`config.mk`:
```
export PLATFORM = sky130hd
export DESIGN_NAME = scroll_ring_rate_matcher_core
export DESIGN_NICKNAME = d
export VERILOG_FILES = /design/src/hw/rtl/srrm_pkg.sv /design/src/hw/rtl/srrm_div.sv /design/src/hw/rtl/srrm_seq.sv /design/src/hw/rtl/scroll_ring_rate_matcher_core.sv
export SDC_FILE = /design/constraint.sdc
export NUM_CORES = 1
export LEC_CHECK = 0
export ABC_AREA = 1
export BUFFER_PORTS_ARGS = -buffer_cell sky130_fd_sc_hd__buf_2
export CAP_MARGIN = 30
export CORE_AREA = 2 2 244 246
export CTS_BUF_LIST = sky130_fd_sc_hd__clkbuf_2 sky130_fd_sc_hd__clkbuf_4 sky130_fd_sc_hd__clkbuf_8
export DETAILED_ROUTE_END_ITERATION = 12
export DIE_AREA = 0 0 246 248
export PLACE_DENSITY = 0.7
export SLEW_MARGIN = 10
export SYNTH_ARGS = -nofsm -noshare
export SYNTH_HDL_FRONTEND = slang
export SYNTH_HIERARCHICAL = 1
export SYNTH_SLANG_ARGS = --single-unit
```
`constraint.sdc`:
```
create_clock -name clock -period 19.8 [get_ports clock]
set_input_delay 2.97 -clock clock [delete_from_list [all_inputs] [get_ports clock]]
set_output_delay 2.97 -clock clock [all_outputs]
set_load 0.01 [all_outputs]
```
`src/hw/rtl/srrm_pkg.sv`:
```
// srrm_pkg: shared widths, command and register codes, reset values and the
// structs that pass between the scroll ring rate matcher modules.
// No dependencies.
package srrm_pkg;

   // field and datapath widths
   localparam int LINE_W     = 13;
   localparam int CMD_W      = 2;
   localparam int RATE_W     = 16;
   localparam int JSUM_W     = 18;
   localparam int CREDIT_W   = 24;
   localparam int PEND_W     = 8;
   localparam int DRAW_W     = 10;
   localparam int DIV_DW     = 14;
   localparam int DIV_SW     = 15;
   localparam int CSR_IDX_W  = 2;
   localparam int CSR_DATA_W = 16;
   localparam int REQ_DATA_W = 16;
   localparam int RSP_DATA_W = 72;

   // commands
   localparam logic [CMD_W-1:0] CMD_FRAME = 2'd0;
   localparam logic [CMD_W-1:0] CMD_DRAW  = 2'd1;
   localparam logic [CMD_W-1:0] CMD_SKIP  = 2'd2;

   // configuration register indexes
   localparam logic [CSR_IDX_W-1:0] CSR_SCREEN_LINES = 2'd0;
   localparam logic [CSR_IDX_W-1:0] CSR_SCROLL_RATE  = 2'd1;
   localparam logic [CSR_IDX_W-1:0] CSR_JITTER       = 2'd2;
   localparam logic [CSR_IDX_W-1:0] CSR_FPF          = 2'd3;

   // reset values and fixed-point constants
   localparam logic [LINE_W-1:0]   SCREEN_LINES_RST = 13'd1000;
   localparam logic [RATE_W-1:0]   FPF_RST          = 16'd256;
   localparam logic [JSUM_W-1:0]   JSUM_MAX         = 18'h3FFFF;
   localparam logic [JSUM_W-1:0]   ONE_Q16          = 18'h10000;
   localparam logic [CREDIT_W:0]   CREDIT_DEC       = 25'h1FFFF00;
   localparam logic [CREDIT_W-1:0] CREDIT_MAX       = 24'h7FFFFF;
   localparam logic [CREDIT_W-1:0] CREDIT_MIN       = 24'h800000;
   localparam int                  WARN_FACTOR      = 10;

   typedef struct packed {
      logic [LINE_W-1:0] screen_lines;
      logic [RATE_W-1:0] scroll_rate;
      logic [RATE_W-1:0] jitter_amount;
      logic [RATE_W-1:0] frames_per_feed;
   } srrm_cfg_type;

   typedef struct packed {
      logic              take;
      logic [CMD_W-1:0]  cmd;
      logic [LINE_W-1:0] frame_lines;
   } srrm_item_type;

   typedef struct packed {
      logic              go;
      logic [DIV_DW-1:0] dividend;
      logic [DIV_SW-1:0] divisor;
   } srrm_div_req_type;

   typedef struct packed {
      logic              done;
      logic [DIV_DW-1:0] quot;
      logic [DIV_SW-1:0] rem;
   } srrm_div_rsp_type;

   // last member lands in the lowest bits
   typedef struct packed {
      logic              ready_res;
      logic              skip_now;
      logic              backlog_warning;
      logic [PEND_W-1:0] frames_pending;
      logic              draw_ok;
      logic              wrapped;
      logic              line_skipped;
      logic [LINE_W-1:0] first_part;
      logic [LINE_W-1:0] line_count;
      logic [LINE_W-1:0] seg_end;
      logic [LINE_W-1:0] seg_start;
   } srrm_result_type;

endpackage

```
`src/hw/rtl/srrm_div.sv`:
```
// srrm_div: shared restoring divider, one quotient bit per cycle.
// Serves every modulo by the ring length and the backlog division.
// Depends on srrm_pkg.
module srrm_div (
   input  logic                       clock,
   input  logic                       reset,
   input  srrm_pkg::srrm_div_req_type div_req,
   output srrm_pkg::srrm_div_rsp_type div_rsp
);
   import srrm_pkg::*;

   localparam int CNT_W = $clog2(DIV_DW);
   localparam logic [CNT_W-1:0] LAST_STEP = CNT_W'(DIV_DW - 1);

   logic              busy_ff, busy_in;
   logic              done_ff, done_in;
   logic [CNT_W-1:0]  cnt_ff, cnt_in;
   logic [DIV_SW-1:0] rem_ff, rem_in;
   logic [DIV_DW-1:0] quo_ff, quo_in;
   logic [DIV_SW-1:0] dsr_ff, dsr_in;

   logic [DIV_SW:0]   shifted;
   logic [DIV_SW+1:0] diff;
   logic              ge;

   // trial subtract of the divisor from the shifted partial remainder
   assign shifted = {rem_ff, quo_ff[DIV_DW-1]};
   assign diff    = {1'b0, shifted} - {2'b00, dsr_ff};
   assign ge      = ~diff[DIV_SW+1];

   // load on go, then shift one quotient bit in per cycle
   always_comb begin
      busy_in = busy_ff;
      done_in = 1'b0;
      cnt_in  = cnt_ff;
      rem_in  = rem_ff;
      quo_in  = quo_ff;
      dsr_in  = dsr_ff;
      if (div_req.go) begin
         busy_in = 1'b1;
         cnt_in  = '0;
         rem_in  = '0;
         quo_in  = div_req.dividend;
         dsr_in  = div_req.divisor;
      end else if (busy_ff) begin
         rem_in = ge ? diff[DIV_SW-1:0] : shifted[DIV_SW-1:0];
         quo_in = {quo_ff[DIV_DW-2:0], ge};
         cnt_in = cnt_ff + 1'b1;
         if (cnt_ff == LAST_STEP) begin
            busy_in = 1'b0;
            done_in = 1'b1;
         end
      end
   end

   always_ff @(posedge clock) begin
      if (reset) begin
         busy_ff <= 1'b0;
         done_ff <= 1'b0;
         cnt_ff  <= '0;
      end else begin
         busy_ff <= busy_in;
         done_ff <= done_in;
         cnt_ff  <= cnt_in;
      end
      rem_ff <= rem_in;
      quo_ff <= quo_in;
      dsr_ff <= dsr_in;
   end

   assign div_rsp.done = done_ff;
   assign div_rsp.quot = quo_ff;
   assign div_rsp.rem  = rem_ff;

endmodule

```
`src/hw/rtl/srrm_seq.sv`:
```
// srrm_seq: command sequencer with the ring indexes, jitter sums and draw
// credit; issues modulo and division jobs to the shared divider.
// Depends on srrm_pkg.
module srrm_seq (
   input  logic                       clock,
   input  logic                       reset,
   input  srrm_pkg::srrm_cfg_type     cfg,
   input  srrm_pkg::srrm_item_type    item,
   output logic                       idle,
   input  logic                       out_free,
   output logic                       push,
   output srrm_pkg::srrm_result_type  result,
   output srrm_pkg::srrm_div_req_type div_req,
   input  srrm_pkg::srrm_div_rsp_type div_rsp
);
   import srrm_pkg::*;

   typedef enum logic [3:0] {
      S_IDLE,
      S_F_START,
      S_F_CALC,
      S_F_END,
      S_D_WI,
      S_D_RI,
      S_D_BL,
      S_D_DIV,
      S_D_SEL,
      S_D_END,
      S_FIN,
      S_OUT
   } state_type;

   state_type           state_ff, state_in;
   logic [CMD_W-1:0]    cmd_ff, cmd_in;
   logic [LINE_W-1:0]   lines_ff, lines_in;
   logic [LINE_W-1:0]   w_ff, w_in;
   logic [LINE_W-1:0]   start_ff, start_in;
   logic [LINE_W-1:0]   ri_ff, ri_in;
   logic [LINE_W-1:0]   backlog_ff, backlog_in;
   logic [LINE_W-1:0]   wr_idx_ff, wr_idx_in;
   logic [LINE_W-1:0]   rd_idx_ff, rd_idx_in;
   logic [JSUM_W-1:0]   fsum_ff, fsum_in;
   logic [JSUM_W-1:0]   dsum_ff, dsum_in;
   logic [CREDIT_W-1:0] credit_ff, credit_in;
   srrm_result_type     res_ff, res_in;
   srrm_div_req_type    div_req_ff, div_req_in;

   logic [LINE_W-1:0]   ring_len;
   logic [DIV_SW-1:0]   ring_div;
   logic [DIV_DW-1:0]   w14;
   logic                credit_two;
   logic [LINE_W-1:0]   e_mod, e_next;

   // frame arithmetic
   logic [DIV_DW-1:0]   f_sum, f_end_raw, f_end;
   logic                f_full, f_wrap, f_skip;
   logic [JSUM_W-1:0]   fsum_add;

   // draw arithmetic
   logic [LINE_W-1:0]   d_backlog;
   logic [JSUM_W-1:0]   dsum_add;
   logic [7:0]          rate;
   logic [DRAW_W-1:0]   d_draw;
   logic                d_take;
   logic [DIV_DW-1:0]   d_reach, d_end_raw, d_end;
   logic                d_wrap;
   logic [LINE_W-1:0]   warn_lim;

   // credit arithmetic
   logic [CREDIT_W:0]   credit_delta, credit_sum;

   function automatic logic [JSUM_W-1:0] jsum_add(input logic [JSUM_W-1:0] a,
                                                  input logic [RATE_W-1:0] b);
      logic [JSUM_W:0] s;
      s = {1'b0, a} + {{(JSUM_W+1-RATE_W){1'b0}}, b};
      return s[JSUM_W] ? JSUM_MAX : s[JSUM_W-1:0];
   endfunction

   // ring length, zero acts as one
   assign ring_len   = (cfg.screen_lines == '0) ? LINE_W'(1) : cfg.screen_lines;
   assign ring_div   = {{(DIV_SW-LINE_W){1'b0}}, ring_len};
   assign w14        = {{(DIV_DW-LINE_W){1'b0}}, w_ff};
   assign credit_two = ~credit_ff[CREDIT_W-1] && (credit_ff[CREDIT_W-2:9] != '0);

   // segment end reduced by the divider, and the index just after it
   assign e_mod  = div_rsp.rem[LINE_W-1:0];
   assign e_next = (e_mod == w_ff - LINE_W'(1)) ? '0 : e_mod + LINE_W'(1);

   // frame: fill, wrap and jitter skip
   always_comb begin
      f_sum     = {1'b0, start_ff} + {1'b0, lines_ff};
      f_full    = f_sum >= w14;
      f_wrap    = f_sum > w14;
      fsum_add  = jsum_add(fsum_ff, cfg.jitter_amount);
      f_skip    = f_wrap && (fsum_add >= ONE_Q16);
      f_end_raw = f_sum - DIV_DW'(1) - (f_wrap ? w14 : '0);
      if (f_skip) begin
         f_end = (f_end_raw == '0) ? w14 - DIV_DW'(1) : f_end_raw - DIV_DW'(1);
      end else begin
         f_end = f_end_raw;
      end
   end

   // draw: backlog, line count choice and segment end
   always_comb begin
      d_backlog = (start_ff >= ri_ff) ? start_ff - ri_ff : start_ff + w_ff - ri_ff;
      dsum_add  = jsum_add(dsum_ff, {cfg.scroll_rate[7:0], 8'h00});
      rate      = cfg.scroll_rate[RATE_W-1:8];
      d_take    = 1'b0;
      if (backlog_ff > {4'b0000, rate, 1'b0}) begin
         d_draw = {1'b0, rate, 1'b0};
      end else if (backlog_ff > {5'b00000, rate}) begin
         d_take = dsum_ff >= ONE_Q16;
         d_draw = {2'b00, rate} + {{(DRAW_W-1){1'b0}}, d_take};
      end else begin
         d_draw = backlog_ff[DRAW_W-1:0];
      end
      d_reach   = {1'b0, ri_ff} + {{(DIV_DW-DRAW_W){1'b0}}, d_draw};
      d_wrap    = d_reach > w14;
      d_end_raw = d_reach - DIV_DW'(1);
      d_end     = d_wrap ? d_end_raw - w14 : d_end_raw;
      warn_lim  = LINE_W'(WARN_FACTOR) * {5'b00000, rate};
   end

   // saturating credit update
   always_comb begin
      credit_delta = '0;
      case (cmd_ff)
         CMD_FRAME: credit_delta = {{(CREDIT_W+1-RATE_W){1'b0}}, cfg.frames_per_feed};
         CMD_DRAW:  credit_delta = res_ff.draw_ok ? CREDIT_DEC : '0;
         CMD_SKIP:  credit_delta = credit_two ? CREDIT_DEC : '0;
         default:   credit_delta = '0;
      endcase
      credit_sum = {credit_ff[CREDIT_W-1], credit_ff} + credit_delta;
   end

   // sequencer
   always_comb begin
      state_in        = state_ff;
      cmd_in          = cmd_ff;
      lines_in        = lines_ff;
      w_in            = w_ff;
      start_in        = start_ff;
      ri_in           = ri_ff;
      backlog_in      = backlog_ff;
      wr_idx_in       = wr_idx_ff;
      rd_idx_in       = rd_idx_ff;
      fsum_in         = fsum_ff;
      dsum_in         = dsum_ff;
      credit_in       = credit_ff;
      res_in          = res_ff;
      div_req_in      = div_req_ff;
      div_req_in.go   = 1'b0;
      push            = 1'b0;
      unique case (state_ff)
         S_IDLE: begin
            if (item.take) begin
               cmd_in   = item.cmd;
               lines_in = item.frame_lines;
               w_in     = ring_len;
               res_in   = '0;
               unique case (item.cmd)
                  CMD_FRAME: begin
                     div_req_in.go       = 1'b1;
                     div_req_in.dividend = {{(DIV_DW-LINE_W){1'b0}}, wr_idx_ff};
                     div_req_in.divisor  = ring_div;
                     state_in            = S_F_START;
                  end
                  CMD_DRAW: begin
                     div_req_in.go       = 1'b1;
                     div_req_in.dividend = {{(DIV_DW-LINE_W){1'b0}}, wr_idx_ff};
                     div_req_in.divisor  = ring_div;
                     state_in            = S_D_WI;
                  end
                  default: begin
                     state_in = S_FIN;
                  end
               endcase
            end
         end
         S_F_START: begin
            if (div_rsp.done) begin
               start_in = e_mod;
               state_in = S_F_CALC;
            end
         end
         S_F_CALC: begin
            if (f_full) begin
               fsum_in = f_skip ? fsum_add - ONE_Q16 : fsum_add;
            end
            res_in.seg_start    = start_ff;
            res_in.line_count   = f_skip ? lines_ff - LINE_W'(1) : lines_ff;
            res_in.first_part   = f_wrap ? w_ff - start_ff : '0;
            res_in.line_skipped = f_skip;
            res_in.wrapped      = f_wrap;
            if (lines_ff == '0) begin
               res_in.seg_end = start_ff;
               wr_idx_in      = start_ff;
               state_in       = S_FIN;
            end else begin
               div_req_in.go       = 1'b1;
               div_req_in.dividend = f_end;
               div_req_in.divisor  = {{(DIV_SW-LINE_W){1'b0}}, w_ff};
               state_in            = S_F_END;
            end
         end
         S_F_END: begin
            if (div_rsp.done) begin
               res_in.seg_end = e_mod;
               wr_idx_in      = e_next;
               state_in       = S_FIN;
            end
         end
         S_D_WI: begin
            if (div_rsp.done) begin
               start_in            = e_mod;
               div_req_in.go       = 1'b1;
               div_req_in.dividend = {{(DIV_DW-LINE_W){1'b0}}, rd_idx_ff};
               div_req_in.divisor  = {{(DIV_SW-LINE_W){1'b0}}, w_ff};
               state_in            = S_D_RI;
            end
         end
         S_D_RI: begin
            if (div_rsp.done) begin
               ri_in    = e_mod;
               state_in = S_D_BL;
            end
         end
         S_D_BL: begin
            dsum_in = dsum_add;
            if (credit_two) begin
               div_req_in.go       = 1'b1;
               div_req_in.dividend = {{(DIV_DW-LINE_W){1'b0}}, d_backlog};
               div_req_in.divisor  = credit_ff[CREDIT_W-2:8];
               state_in            = S_D_DIV;
            end else begin
               backlog_in = d_backlog;
               state_in   = S_D_SEL;
            end
         end
         S_D_DIV: begin
            if (div_rsp.done) begin
               backlog_in = div_rsp.quot[LINE_W-1:0];
               state_in   = S_D_SEL;
            end
         end
         S_D_SEL: begin
            if (d_draw == '0) begin
               res_in.seg_start = ri_ff;
               res_in.seg_end   = ri_ff;
               rd_idx_in        = ri_ff;
               state_in         = S_FIN;
            end else begin
               if (d_take) begin
                  dsum_in = dsum_ff - ONE_Q16;
               end
               res_in.seg_start       = d_wrap ? '0 : ri_ff;
               res_in.line_count      = {{(LINE_W-DRAW_W){1'b0}}, d_draw};
               res_in.wrapped         = d_wrap;
               res_in.draw_ok         = 1'b1;
               res_in.backlog_warning = backlog_ff > warn_lim;
               div_req_in.go          = 1'b1;
               div_req_in.dividend    = d_end;
               div_req_in.divisor     = {{(DIV_SW-LINE_W){1'b0}}, w_ff};
               state_in               = S_D_END;
            end
         end
         S_D_END: begin
            if (div_rsp.done) begin
               res_in.seg_end = e_mod;
               rd_idx_in      = e_next;
               state_in       = S_FIN;
            end
         end
         S_FIN: begin
            if (cmd_ff == CMD_SKIP) begin
               res_in.skip_now = credit_two;
            end
            if (credit_sum[CREDIT_W] != credit_sum[CREDIT_W-1]) begin
               credit_in = credit_sum[CREDIT_W] ? CREDIT_MIN : CREDIT_MAX;
            end else begin
               credit_in = credit_sum[CREDIT_W-1:0];
            end
            state_in = S_OUT;
         end
         S_OUT: begin
            if (out_free) begin
               push     = 1'b1;
               state_in = S_IDLE;
            end
         end
         default: begin
            state_in = S_IDLE;
         end
      endcase
   end

   always_ff @(posedge clock) begin
      if (reset) begin
         state_ff      <= S_IDLE;
         wr_idx_ff     <= '0;
         rd_idx_ff     <= '0;
         fsum_ff       <= '0;
         dsum_ff       <= '0;
         credit_ff     <= '0;
         div_req_ff.go <= 1'b0;
      end else begin
         state_ff      <= state_in;
         wr_idx_ff     <= wr_idx_in;
         rd_idx_ff     <= rd_idx_in;
         fsum_ff       <= fsum_in;
         dsum_ff       <= dsum_in;
         credit_ff     <= credit_in;
         div_req_ff.go <= div_req_in.go;
      end
      cmd_ff              <= cmd_in;
      lines_ff            <= lines_in;
      w_ff                <= w_in;
      start_ff            <= start_in;
      ri_ff               <= ri_in;
      backlog_ff          <= backlog_in;
      res_ff              <= res_in;
      div_req_ff.dividend <= div_req_in.dividend;
      div_req_ff.divisor  <= div_req_in.divisor;
   end

   // status fields come from the credit as it stands after the transaction
   always_comb begin
      result = res_ff;
      if (credit_ff[CREDIT_W-1]) begin
         result.frames_pending = '0;
      end else if (credit_ff[CREDIT_W-2:16] != '0) begin
         result.frames_pending = '1;
      end else begin
         result.frames_pending = credit_ff[15:8];
      end
      result.ready_res = ~credit_ff[CREDIT_W-1] && (credit_ff[CREDIT_W-2:8] != '0);
   end

   assign idle    = (state_ff == S_IDLE);
   assign div_req = div_req_ff;

endmodule

```
`src/hw/rtl/scroll_ring_rate_matcher_core.sv`:
```
// scroll_ring_rate_matcher_core: top level of the scrolling line ring rate
// matcher. Holds the configuration registers and the result register.
// Depends on srrm_pkg, srrm_seq and srrm_div.
//
// Usage:
//   req_ channel takes one command per transaction: req_tuser carries the
//   command (frame arrives, draw tick, skip check) and req_tdata the line
//   count of an arriving frame. rsp_ channel returns exactly one result
//   transaction per command. csr_ writes the four registers (ring length,
//   scroll rate, jitter amount, frames per feed); the user must write them
//   only while no command is open, as the block does not enforce it.
//   Every modulo by the ring length and the backlog division run on one
//   shared 14-step restoring divider; a skip check or unknown command
//   uses no divider job. The sequencer goes idle, ready for the next
//   command, as the result enters the result register; the block takes
//   one command at a time.
//   When the receiver stalls, the result waits in the result register and
//   one more command may run to completion behind it, then it holds.
//   Reset (synchronous) clears indexes, jitter sums and credit and loads the
//   register defaults: ring of 1000 lines, credit of one frame per feed.
module scroll_ring_rate_matcher_core (
   input  logic                                clock,
   input  logic                                reset,
   // command channel
   input  logic                                req_tvalid,
   output logic                                req_tready,
   input  logic [srrm_pkg::REQ_DATA_W-1:0]     req_tdata,  // [12:0] frame_lines
   input  logic [srrm_pkg::CMD_W-1:0]          req_tuser,  // [1:0] cmd
   // result channel
   output logic                                rsp_tvalid,
   input  logic                                rsp_tready,
   // [12:0] seg_start, [25:13] seg_end, [38:26] line_count, [51:39] first_part,
   // [52] line_skipped, [53] wrapped, [54] draw_ok, [62:55] frames_pending,
   // [63] backlog_warning, [64] skip_now, [65] ready_res
   output logic [srrm_pkg::RSP_DATA_W-1:0]     rsp_tdata,
   // configuration write port
   input  logic                                csr_we,
   input  logic [srrm_pkg::CSR_IDX_W-1:0]      csr_index,
   input  logic [srrm_pkg::CSR_DATA_W-1:0]     csr_wdata
);
   import srrm_pkg::*;

   srrm_cfg_type     cfg_ff, cfg_in;
   logic             rsp_valid_ff, rsp_valid_in;
   srrm_result_type  rsp_data_ff, rsp_data_in;

   srrm_item_type    item;
   logic             seq_idle;
   logic             out_free;
   logic             push;
   srrm_result_type  result;
   srrm_div_req_type div_req;
   srrm_div_rsp_type div_rsp;

   // register writes
   always_comb begin
      cfg_in = cfg_ff;
      if (csr_we) begin
         unique case (csr_index)
            CSR_SCREEN_LINES: cfg_in.screen_lines    = csr_wdata[LINE_W-1:0];
            CSR_SCROLL_RATE:  cfg_in.scroll_rate     = csr_wdata[RATE_W-1:0];
            CSR_JITTER:       cfg_in.jitter_amount   = csr_wdata[RATE_W-1:0];
            CSR_FPF:          cfg_in.frames_per_feed = csr_wdata[RATE_W-1:0];
            default:          cfg_in = cfg_ff;
         endcase
      end
   end

   // accept a command only while the sequencer is idle
   assign req_tready       = seq_idle;
   assign item.take        = req_tvalid && req_tready;
   assign item.cmd         = req_tuser;
   assign item.frame_lines = req_tdata[LINE_W-1:0];

   // result register: drain on handshake, load on push
   assign out_free = ~rsp_valid_ff || rsp_tready;

   always_comb begin
      rsp_valid_in = rsp_valid_ff;
      rsp_data_in  = rsp_data_ff;
      if (rsp_valid_ff && rsp_tready) begin
         rsp_valid_in = 1'b0;
      end
      if (push) begin
         rsp_valid_in = 1'b1;
         rsp_data_in  = result;
      end
   end

   always_ff @(posedge clock) begin
      if (reset) begin
         cfg_ff.screen_lines    <= SCREEN_LINES_RST;
         cfg_ff.scroll_rate     <= '0;
         cfg_ff.jitter_amount   <= '0;
         cfg_ff.frames_per_feed <= FPF_RST;
         rsp_valid_ff           <= 1'b0;
      end else begin
         cfg_ff       <= cfg_in;
         rsp_valid_ff <= rsp_valid_in;
      end
      rsp_data_ff <= rsp_data_in;
   end

   assign rsp_tvalid = rsp_valid_ff;
   assign rsp_tdata  = {{(RSP_DATA_W-$bits(srrm_result_type)){1'b0}}, rsp_data_ff};

   srrm_seq u_seq (
      .clock    (clock),
      .reset    (reset),
      .cfg      (cfg_ff),
      .item     (item),
      .idle     (seq_idle),
      .out_free (out_free),
      .push     (push),
      .result   (result),
      .div_req  (div_req),
      .div_rsp  (div_rsp)
   );

   srrm_div u_div (
      .clock   (clock),
      .reset   (reset),
      .div_req (div_req),
      .div_rsp (div_rsp)
   );

endmodule

```
==> run summary, run 1 <==
Buf/Inv on CP - 5
Hold Path Depth - 0
post-synthesis cell type count - 80
Min Hold Slack - 409 ps
Post-synth ARST share - 0
skew final - 49.1 ps
CTS tree - done
first-pass GRT wire length - 135,000 um
fin worst setup slack - 12,140 ps
initial drt markers - 2,550
DPL Wire Length - 66,000 um
DR pass1 iterations - 6
Rel. slew slack - 0.354
Post-synth EDFFs - 248
Switching Fraction - 0.456
initial antenna violation count - 3
critical path depth - 43
Via density - 5.48
Arr. time, crit path - 8060 ps
sequential power share - 0.314
Final nets - 4,214
Synth-to-Final Area Change - 10.2%
Comb power frac - 0.482
final setup fails - 0
die area - 0.0610 sq mm
Worst Setup SP - u_seq/start_ff[0]
Yosys reg bits - 414
sequential area share after synthesis - 0.372
Top delay family on crit path - simple AND/OR/NAND/NOR gates
# IOs - 115
Pint - 2.35 mW
initial core utilization - 0.496
Tightest Pin Transition - 959 ps
core outline area - 0.0585 sq mm
yosys warns - 6
CP Launch Type - register
Worst Path Max Fanout - 14
Pwr Total - 4.31 mW
slowest cell delay on critical path - 580 ps
Die Span X - 246 um
Place WS - 12,300 ps
wire per inst - 18.7 um
RSZ-0062 raised after global routing - false
vias - 26,100
TNS Setup - 0 ps
CP Data Required Time - 20,200 ps
cell repeated most along the worst path - nand2_1
Syn Inst Count - 3,815
most frequent cells in the layout - nand2_1 (941), inv_1 (519), nor2_1 (336), a21oi_1 (278), edfxtp_1 (248)
Worst VDD drop - 0.0707 mV
WL final - 89,000 um
Psw - 1.97 mW
Fmax achieved - 131 MHz
clk buf depth - 3
remaining antenna violation count after routing - 0
Crit-path slowest cell - edfxtp_1
dpl cells - 4,623
status - complete, no violations
hold_buf cts - 0
RR Startpoint - u_seq/start_ff[0]
clock share of power - 0.204
Max Slew Vio Count - 0
largest net degree at the start of global routing - 55
Rows - 89
most common cell after layout, fill and taps aside - nand2_1
Post-Synthesis Cell Area - 0.0290 sq mm
kind of critical path - register to register
hold path startpoint - u_seq/result[28]
P_leak - 14.9 nW
min Tclk post-route - 7660 ps
Worst Setup End Kind - register
H-tree levels - 3
root buf cell - clkbuf_8
share of cells above drive strength 1 - 0.0979
die height - 248 um
total CTS buffers - 73
buffer count from post-CTS setup fixing - 0
r2r setup slk - 12,140 ps
period utilization - 0.387
GRT overflow - 0
reg2reg path depth - 43
final std cells w/o fill - 4,758
Mean Syn Cell Area - 7.59 sq um
Hold Path Class - register to register
vias in the first global route - 23,800
pwr dens - 135 mW/mm^2
GRT Util Overall - 0.289
clk sinks - 414
number of max-cap violations - 0
Worst-Skew Late Latency - 690 ps
post-CTS sizing - 0
Hold Vio Cnt, Final - 0
Main synth FF type - edfxtp_1
global placer's final weighted congestion - 0.997
Remaining DRCs - 0
Clock transition at path regs - 60 ps
IO Port Bufs - 105
[power groups by stage]
stage | registers (mW) | logic, mW | clock network (mW)
2_1_floorplan | 1.31 | 1.51 | 0
5_1_grt | 1.37 | 2.31 | 0.936
3_5_place_dp | 1.37 | 2.03 | 0
3_3_place_gp | 1.36 | 2.01 | 0
4_1_cts | 1.35 | 2.04 | 0.899
6_report | 1.35 | 2.08 | 0.880
[metal layers]
layer / up-vias / wire, um / part of all wire / global-route usage
met5: - / 26 / 0.00029 / 0
met4: 4 / 4470 / 0.050 / 0.137
met3: 204 / 7790 / 0.088 / 0.0582
met2: 1088 / 38800 / 0.44 / 0.454
met1: 11900 / 37900 / 0.43 / 0.384
li1: 12800 / - / - / -
[worst register-to-register path: cells and delay by family (launching register included)]
| kind | cells | cell delay, ps |
|---|---|---|
| flops | 1 | 580 |
| xor+xnor | 1 | 220 |
| compound gates | 5 | 890 |
| buf+inv | 5 | 560 |
| simple gates | 26 | 3260 |
| fa+ha+maj | 6 | 1880 |
[cells by family (layout without fill, tap and decap cells)]
family          Yosys count  count (layout)  synth area share
buf+inv                 648             812            0.0883
compound gates          622             622             0.122
xor+xnor                141             141            0.0429
other cells               2               8          0.000259
fa+ha+maj               247             247             0.113
mux                       4               4           0.00138
flops                   414             414             0.372
simple gates           1737            1737             0.261
[final timing paths]
kind                       end
max          u_seq/div_req[19]
min              rsp_tdata[28]
max reg2reg  u_seq/div_req[19]
min reg2reg      rsp_tdata[28]
[registers in the layout, indices dropped and copies added (netlist names), 14 cells and up]
register	cells
rsp_tdata	66
u_seq/fsum_ff	18
u_div/dsr_ff	15
u_seq/credit_ff	24
u_seq/div_req	30
u_div/rem_ff	15
u_div/quo_ff	14
cfg_ff	61
u_seq/result	57
[layout make-up]
class	instances	area, sq um
fill	5536	26600
multi-input combinational	2758	15700
sequential	414	10800
inverter	536	2010
clock buffer	102	1280
tap	773	967
timing repair buffer	143	850
clock inverter	31	342
antenna	1	2.50
[synthesized netlist by cell type (all sizes together) (13+ instances only)]
cell,number,share of area
nand3,253,0.046
edfxtp,248,0.26
nor3,38,0.0075
a21oi,285,0.050
buf,50,0.011
dfxtp,166,0.11
o211ai,23,0.0061
fa,23,0.016
inv,531,0.069
xor2,97,0.030
nor2,359,0.050
o21ai,206,0.036
a22oi,14,0.0036
nand2,970,0.13
xnor2,44,0.013
a31oi,13,0.0028
nand3b,18,0.0048
nand4,58,0.013
ha,224,0.097
clkbuf,62,0.0080
o21bai,26,0.0079
or2,15,0.0032
[metrics by stage]
stage | instance area, sq um | utilization
finish | 31900 | 0.546
global route | 31900 | 0.546
CTS | 31900 | 0.546
detailed placement | 30300 | 0.518
global placement | 30200 | 0.517
floorplan | 29000 | -
(Power assumes the default switching activity.)
==> run 2, diff against run 1 <==
==> constraint.sdc (replaced) <==
create_clock -name clock -period 7.4 [get_ports clock]
set_input_delay 1.11 -clock clock [delete_from_list [all_inputs] [get_ports clock]]
set_output_delay 1.11 -clock clock [all_outputs]
set_load 0.01 [all_outputs]
==> run 2 against run 1 <==
Effect of this change:
- count of clock-buffer cells in the layout up 5
- largest power group unchanged
- core utilization increased by 0.16 points
- final cell count rose by 0.53%
- setup slack got worse by 12000 ps
- sequential share of layout area decreased by 0.10 points
- highest routed layer unchanged
- final area grew 0.30%
- clock skew fell by 3.6 ps
- combinational power rose to 2.8 times the previous value
==> run summary, run 2 (synthesized netlist as in run 1, its figures left out) <==
Worst-Skew Late Latency - 700 ps
Fmax achieved - 147 MHz
Crit-path slowest cell - fa_1
first-pass GRT wire length - 139,000 um
share of cells above drive strength 1 - 0.104
vias - 26,300
Tightest Pin Transition - 854 ps
initial drt markers - 2,593
Worst Setup End Kind - register
total CTS buffers - 74
Rel. slew slack - 0.429
CP Launch Type - register
pwr dens - 361 mW/mm^2
Hold Path Class - register to register
remaining antenna violation count after routing - 0
number of max-cap violations - 0
GRT overflow - 0
skew final - 45.6 ps
vias in the first global route - 24,100
initial antenna violation count - 2
clk buf depth - 3
kind of critical path - register to register
global placer's final weighted congestion - 1.02
Max Slew Vio Count - 0
WL final - 91,900 um
DPL Wire Length - 69,100 um
dpl cells - 4,646
root buf cell - clkbuf_8
GRT Util Overall - 0.300
Rows - 89
# IOs - 115
P_leak - 15.0 nW
final setup fails - 0
H-tree levels - 3
cell repeated most along the worst path - nand2_1
min Tclk post-route - 6790 ps
CP Data Required Time - 7810 ps
largest net degree at the start of global routing - 57
IO Port Bufs - 105
Die Span X - 246 um
Final nets - 4,239
clk sinks - 414
RR Startpoint - u_seq/lines_ff[0]
period utilization - 0.918
fill count - 5,585
Synth-to-Final Area Change - 10.5%
Arr. time, crit path - 7200 ps
final std cells w/o fill - 4,783
die height - 248 um
RSZ-0062 raised after global routing - false
Clock transition at path regs - 60 ps
die area - 0.0610 sq mm
CTS tree - done
hold path startpoint - u_seq/div_req[9]
slowest cell delay on critical path - 420 ps
Worst Setup SP - u_seq/lines_ff[0]
Via density - 5.50
Pwr Total - 11.5 mW
Worst VDD drop - 0.195 mV
most frequent cells in the layout - nand2_1 (941), inv_1 (519), nor2_1 (336), a21oi_1 (278), edfxtp_1 (248)
Hold Vio Cnt, Final - 0
initial core utilization - 0.496
Worst Path Max Fanout - 12
core outline area - 0.0585 sq mm
TNS Setup - 0 ps
status - complete, no violations
Largest register FFs - 66
Remaining DRCs - 0
wire per inst - 19.2 um
most common cell after layout, fill and taps aside - nand2_1
buffer count from post-CTS setup fixing - 0
DR pass1 iterations - 6
## run 2: changes by cell type in the layout (fill, tap and decap cells not counted), moves of 2 or more
| cell | change |
|---|---|
| buf_4 | +21 |
| bufinv_16 | -5 |
| clkbuf_4 | +4 |
| buf_6 | +2 |
| clkinv_1 | -2 |
## run 2: worst paths after layout
check | to | slack (ps) | depth (start not counted)
min reg2reg | u_div/dsr_ff[9] | 410 | 0
max | u_seq/div_req[19] | 610 | 43
min | u_div/dsr_ff[9] | 410 | 0
max reg2reg | u_seq/div_req[19] | 610 | 43
## run 2: cell type report
cell class	instances	area, sq um	share of cell area
multi-input combinational	2758	15700	0.490
sequential	414	10800	0.336
inverter	536	2010	0.0629
clock buffer	107	1330	0.0415
timing repair buffer	167	1040	0.0326
tap	773	967	0.0302
clock inverter	26	195	0.00610
antenna	2	5.00	0.000156
## run 2: what timing repair did
action | in CTS | in global routing
resized for setup | 0 | 1
endpoints found under the setup margin | 0 | 1
hold buffers | 0 | 0
## run 2: where the power goes
part	internal [mW]	leakage, nW	switching, mW	total, mW
clock network	1.20	0.801	1.01	2.21
logic	1.68	10.5	4.05	5.73
registers	3.27	3.68	0.329	3.60
## run 2: worst max-delay path, delay by kind of cell (launching register included)
kind / cells / cell delay (ps)
simple gates: 26 / 2890
fa+ha+maj: 6 / 1850
xor+xnor: 1 / 200
compound gates: 5 / 790
buf+inv: 5 / 370
flops: 1 / 380
## run 2: routing by layer
layer	share of wire	track usage
met1	0.42	0.393
met2	0.43	0.464
met3	0.095	0.0651
met4	0.057	0.160
met5	0.00015	0
## run 2: per-stage QoR
stage | hold WS [ps] | instance area, sq um | worst slack, ps | util
after floorplan | 400 | 29000 | 756 | -
after global placement | 401 | 30400 | 650 | 0.519
after detailed placement | 405 | 30400 | 602 | 0.521
after CTS | 413 | 32000 | 560 | 0.547
after global routing | 420 | 32000 | 20.8 | 0.547
final | 412 | 32000 | 610 | 0.547
